`src/rtl/core/bit_field_stream_buffer_top_defines.svh`:
```
// Assertion helpers for the bit field stream buffer.
// Each macro expects signals named clk and rst_n in the scope where it is used.
`ifndef BIT_FIELD_STREAM_BUFFER_TOP_DEFINES_SVH
`define BIT_FIELD_STREAM_BUFFER_TOP_DEFINES_SVH

// Same-cycle implication, disabled while reset is asserted.
`define BFSB_ASSERT_IMPL(label, ante, cons) \
    label: assert property (@(posedge clk) disable iff (!rst_n) (ante) |-> (cons)) \
        else $error("bfsb: same-cycle check failed");

// Next-cycle implication, disabled while reset is asserted.
`define BFSB_ASSERT_NEXT(label, ante, cons) \
    label: assert property (@(posedge clk) disable iff (!rst_n) (ante) |=> (cons)) \
        else $error("bfsb: next-cycle check failed");

`endif

```
`src/rtl/core/bfsb_pkg.sv`:
```
`default_nettype none

package bfsb_pkg;

    // Default sizing of the store and of the longest field.
    localparam int STORE_BYTES_DEF    = 4096;
    localparam int MAX_FIELD_BITS_DEF = 32;

    // Payload widths of the stream channels.
    localparam int OP_W     = 2;
    localparam int VALUE_W  = 32;
    localparam int LENGTH_W = 6;
    localparam int POS_W    = 16;
    localparam int STATUS_W = 2;

    // Configuration port.
    localparam int CFG_IDX_W  = 1;
    localparam int CFG_DATA_W = 13;
    localparam int CAP_W      = 13;
    localparam int MODE_W     = 2;
    localparam logic [CAP_W-1:0] CAP_RESET = 13'd4096;

    typedef enum logic [CFG_IDX_W-1:0] {
        REG_CAPACITY = 1'b0,
        REG_MODE     = 1'b1
    } reg_idx_t;

    typedef enum logic [OP_W-1:0] {
        OP_WRITE = 2'd0,
        OP_READ  = 2'd1,
        OP_SEEK  = 2'd2,
        OP_CLEAR = 2'd3
    } op_t;

    typedef enum logic [MODE_W-1:0] {
        MODE_RW   = 2'd0,
        MODE_RO   = 2'd1,
        MODE_WO   = 2'd2,
        MODE_NONE = 2'd3
    } mode_t;

    typedef enum logic [STATUS_W-1:0] {
        ST_OK       = 2'd0,
        ST_NO_ROOM  = 2'd1,
        ST_PAST_END = 2'd2,
        ST_FORBID   = 2'd3
    } status_t;

    typedef enum logic {
        S_IDLE = 1'b0,
        S_EXEC = 1'b1
    } state_t;

endpackage

`default_nettype wire

```
`src/rtl/core/bfsb_field_unit.sv`:
```
`default_nettype none

// Extracts a field from a pair of adjacent store words and merges a new
// field into the same pair. The field starts at bit offset of the low word.
module bfsb_field_unit #(
    parameter int WORD_BITS = 32,
    parameter int LEN_W     = 6
) (
    input  wire logic [WORD_BITS-1:0]         lo_word,
    input  wire logic [WORD_BITS-1:0]         hi_word,
    input  wire logic [$clog2(WORD_BITS)-1:0] offset,
    input  wire logic [LEN_W-1:0]             len,
    input  wire logic [bfsb_pkg::VALUE_W-1:0] wval,
    output logic      [bfsb_pkg::VALUE_W-1:0] rd_value,
    output logic      [WORD_BITS-1:0]         new_lo,
    output logic      [WORD_BITS-1:0]         new_hi
);

    localparam int PAIR_BITS = 2 * WORD_BITS;

    logic [PAIR_BITS-1:0] pair;
    logic [PAIR_BITS-1:0] field_mask;
    logic [PAIR_BITS-1:0] rd_field;
    logic [PAIR_BITS-1:0] wr_field;
    logic [PAIR_BITS-1:0] merged;

    // Low len bits set; len never exceeds one word, so the shift stays in range.
    assign pair       = {hi_word, lo_word};
    assign field_mask = ~({PAIR_BITS{1'b1}} << len);

    // Read path: align the field to bit zero and zero the bits above it.
    assign rd_field = (pair >> offset) & field_mask;
    assign rd_value = bfsb_pkg::VALUE_W'(rd_field);

    // Write path: bits of the value beyond 32 come in as zeros.
    assign wr_field = PAIR_BITS'(wval) & field_mask;
    assign merged   = (pair & ~(field_mask << offset)) | (wr_field << offset);
    assign new_lo   = merged[WORD_BITS-1:0];
    assign new_hi   = merged[PAIR_BITS-1:WORD_BITS];

endmodule

`default_nettype wire

```
`config.mk`:
```
export PLATFORM = sky130hd
export DESIGN_NAME = bfsb_field_unit
export DESIGN_NICKNAME = d
export VERILOG_FILES = /design/src/rtl/core/bit_field_stream_buffer_top_defines.svh /design/src/rtl/core/bfsb_pkg.sv /design/src/rtl/core/bfsb_field_unit.sv
export SDC_FILE = /design/constraint.sdc
export NUM_CORES = 1
export LEC_CHECK = 0
export BUFFER_PORTS_ARGS = -buffer_cell sky130_fd_sc_hd__buf_2
export CORE_MARGIN = 5
export CORE_UTILIZATION = 56
export DETAILED_ROUTE_END_ITERATION = 16
export MAX_ROUTING_LAYER = met4
export PLACE_DENSITY = 0.8
export SLEW_MARGIN = 0
export SYNTH_ARGS = -nofsm -noshare
export SYNTH_HDL_FRONTEND = slang
export SYNTH_SLANG_ARGS = --single-unit
```
`constraint.sdc`:
```
create_clock -name vclk -period 3.1
set_input_delay 0.465 -clock vclk [all_inputs]
set_output_delay 0.465 -clock vclk [all_outputs]
set_load 0.03 [all_outputs]
```
==> results of run 1 <==
-- timing repair --
item	in CTS
endpoints found under the hold margin	0
gates resized for setup	163
hold buffers	0
cloned	3
buffers inserted	10
pin swaps	28
endpoints found under the setup margin	73
-- cells by family after synthesis --
| family | share of synthesized area |
|---|---|
| adders and majority gates | 0.002224 |
| and+or+nand+nor | 0.2308 |
| muxes | 0.2598 |
| AOI/OAI and AO/OA | 0.4283 |
| buffers and inverters | 0.07883 |
-- per-stage QoR --
| step | TNS, ps | setup slack, ps | area, um^2 |
|---|---|---|---|
| after global placement | -7933 | -361.2 | 12270 |
| after detailed placement | -11640 | -426.0 | 12270 |
| after CTS | -99.45 | -37.36 | 13100 |
| after floorplan | -89.70 | -45.13 | 9049 |
-- routing by layer --
metal | GRT usage | overflow
met5 | - | -
met1 | 0.7146 | 1
met2 | 0.8349 | 29
met4 | 0.6419 | 28
met3 | 0.5471 | 0
==> impl_results.md, run 1 <==
- Die X: 136.8 um
- Top cells by area, synth: mux4_2, nand2_1, mux2i_1, o21ai_0, a21oi_1
- GRT Overall Usage: 0.7029
- Initial Utilization: 0.5686
- IO buf count: 203
- Final HPWL DP: 39260 um
- Placed Cells incl. Taps: 1975
- Top cell type's share of synthesized area: 0.1401
- Global-route wire length before repair: 98450 um
- Largest net degree at the start of global routing: 66
- Mapped Cells: 1391
- Net Count, Synth: 1498
- Yosys warns: 0
- Avg Cell Area, Syn: 6.470 um^2
- Vias in the first global route: 16944
- Die height: 136.8 um
- Gpl congestion: 1.336
- Count leader, synth: nand2_1
- Top Ports: 203
- Mapped cell area: 9000 um^2
- Status: aborted with a tool error
- Sequential fraction of the synthesis area: 0
- Area leader, netlist: mux4_2
- First Err: [ERROR GRT-0116] Global routing finished with congestion. Check the congestion regions in the DRC Viewer.
- Exit stage: global routing
- Library cells used by synthesis: 76
- Grt ovf: 58
- # rows: 46
- Top cells by count, synth: nand2_1, o21ai_0, nor2_1
==> run 2, diff against run 1 <==
CORE_UTILIZATION = 40   (was 56)
MAX_ROUTING_LAYER = not set   (was met4)
PLACE_DENSITY = not set   (was 0.8)
PLACE_DENSITY_LB_ADDON = 0.15   (was not set)
==> impl_results.md, run 2 <==
- Power per cell area: 237.4 nW/um^2
- Logic pwr share: 1.000
- Worst path required time: 2630 ps
- Post-route DRC: 0
- Diodes inserted: 0
- Avg Cell Area, Syn: 6.470 um^2
- Top Ports: 203
- DRT Wirelength: 65540 um
- Worst Path Max Fanout: 5
- Grt ovf: 0
- Sw power: 2.246 mW
- Crit path DAT: 2950 ps
- VDD IR max: 0.1810 mV
- Placed Cells incl. Taps: 2142
- Gpl congestion: 1.061
- Most frequent cells in the layout: buf_4, nand2_1, buf_2, nor2_1, buf_6
- # setup viols final: 47
- Status: complete, but fails checks
- Core ar.: 21960 um^2
- Initial DRC Count: 2634
- Vias per inst: 7.097
- Final antenna-violating net count: 0
- Max cap viols: 0
- CP peak stage delay: 540 ps
- Commonest non-fill, non-tap cell in the layout: buf_4
- Layout cells sized above 1: 0.5604
- Achievable frequency: 293.2 MHz
- Layout Nets: 2038
- Final HPWL DP: 47800 um
- IO buf count: 203
- Mapped cell area: 9000 um^2
- Layout filler cell count: 1661
- Vias in the first global route: 13884
- Sequential fraction of the synthesis area: 0
- Hold path depth: 4
- Initial Utilization: 0.4099
- Die X: 160 um
- Slew Limit Fails: 0
- Max-slew headroom: 0.6148
- Die area: 25600 um^2
- Buf+Inv Stages, Crit Path: 3
- Sequential Power Share: 0
- Net Sw Frac: 0.5750
- Final critical-path share of the clock period: 1.100
- Total number of vias: 15678
- Global-route wire length before repair: 89800 um
- Library cells used by synthesis: 76
- Flip-flop and latch count: 0
- Area leader, netlist: mux4_2
- Flip-flop and latch area: 0 um^2
- Setup crit end kind: output port
- Layout area overhead: 82.79%
- Multi-input gate area: 10250 um^2
- Leak pwr: 6.987 nW
- Top cell type's share of synthesized area: 0.1401
- Crit Path Class: primary input to output port
- Failing checks: setup timing
- Setup Slack @ Placement: -535.6 ps
- Unrepaired setup endpoints after global routing: true
- Fin cells: 2209
- Least-Margin Pin Slew: 575.7 ps
- Per-cell routed wire length: 29.67 um
- Mapped Cells: 1391
- DR pass1 iterations: 6
- Min Tclk post-route: 3411 ps
- CP top delay family: multiplexers
- Cell internal pwr: 1.660 mW
- Clock group share of total power: 0
- Initial antenna violation count: 1
- Net Count, Synth: 1498
- Yosys warns: 0
- Die height: 160 um
- Hold Violations, Final: 0
- Layout clock buffer count: 0
- CP cell instances: buf_12, buf_12, or4_4, a21oi_4, o32ai_2, mux4_2, mux2_4, a211oi_4, a31oi_1, buf_4
- GRT Overall Usage: 0.4501
- Slack of the critical path: -311.0 ps
- Count leader, synth: nand2_1
- # rows: 54
- CP startpoint kind: primary input
- Slowest cell on the critical path: or4_4
- Min-delay worst type: primary input to output port
- Largest net degree at the start of global routing: 58
- Most Frequent Cell on Critical Path: buf_12
- Util after Layout: 0.7492
- Critical Path Stages: 10
- Top cells by area, synth: mux4_2, nand2_1, mux2i_1, o21ai_0, a21oi_1
- Power after layout: 3.906 mW
- Top cells by count, synth: nand2_1, o21ai_0, nor2_1
- Post-CTS Hold Fix Bufs: 0
[run 2: kinds of logic (layout without fill, tap and decap cells)]
group | count (synthesis) | count (layout) | synth area share
AOI/OAI and AO/OA | 579 | 579 | 0.4283
muxes | 160 | 160 | 0.2598
and+or+nand+nor | 482 | 482 | 0.2308
adders and majority gates | 2 | 2 | 0.002224
buffers and inverters | 168 | 706 | 0.07883
[run 2: what timing repair did]
action,in CTS,in global routing
pin swaps,61,102
endpoints found under the setup margin,73,81
resized for setup,256,390
gates cloned,7,1
buffers inserted,23,47
endpoints found under the hold margin,0,0
[run 2: path summary, 6_finish.rpt]
check   startpoint    endpoint  slack [ps]
min    hi_word[31]  new_hi[31]        1350
max         len[1]  new_hi[13]        -310
[run 2: layout make-up]
type | instances | area share
tap | 280 | 0.02130
timing repair buffer | 691 | 0.3512
multi-input combinational | 1223 | 0.6234
inverter | 15 | 0.004183
[run 2: power groups by stage]
stage	clock network (mW)	registers, mW	logic [mW]
after floorplan	0	0	1.58
final	0	0	3.91
after global routing	0	0	3.99
after CTS	0	0	3.33
after detailed placement	0	0	3.00
after global placement	0	0	2.99
[run 2: through the flow]
step | TNS, ps | hold WS (ps) | area, um^2
finish | -4887 | 1351 | 16450
global route | -6591 | 1380 | 16450
CTS | -1667 | 1352 | 14520
detailed placement | -12840 | 1350 | 13190
global placement | -12120 | 1342 | 13190
floorplan | -89.70 | 1141 | 9049
[run 2: layer usage]
metal | track usage | share of wire | up-vias | routed length [um]
li1 | - | - | 6490 | -
met1 | 0.6064 | 0.35 | 7212 | 22910
met2 | 0.6738 | 0.41 | 1583 | 27130
met5 | 0 | 0.0012 | - | 76
met3 | 0.08918 | 0.14 | 389 | 9471
met4 | 0.2495 | 0.091 | 4 | 5957
Power figures use the tool's default switching activity.
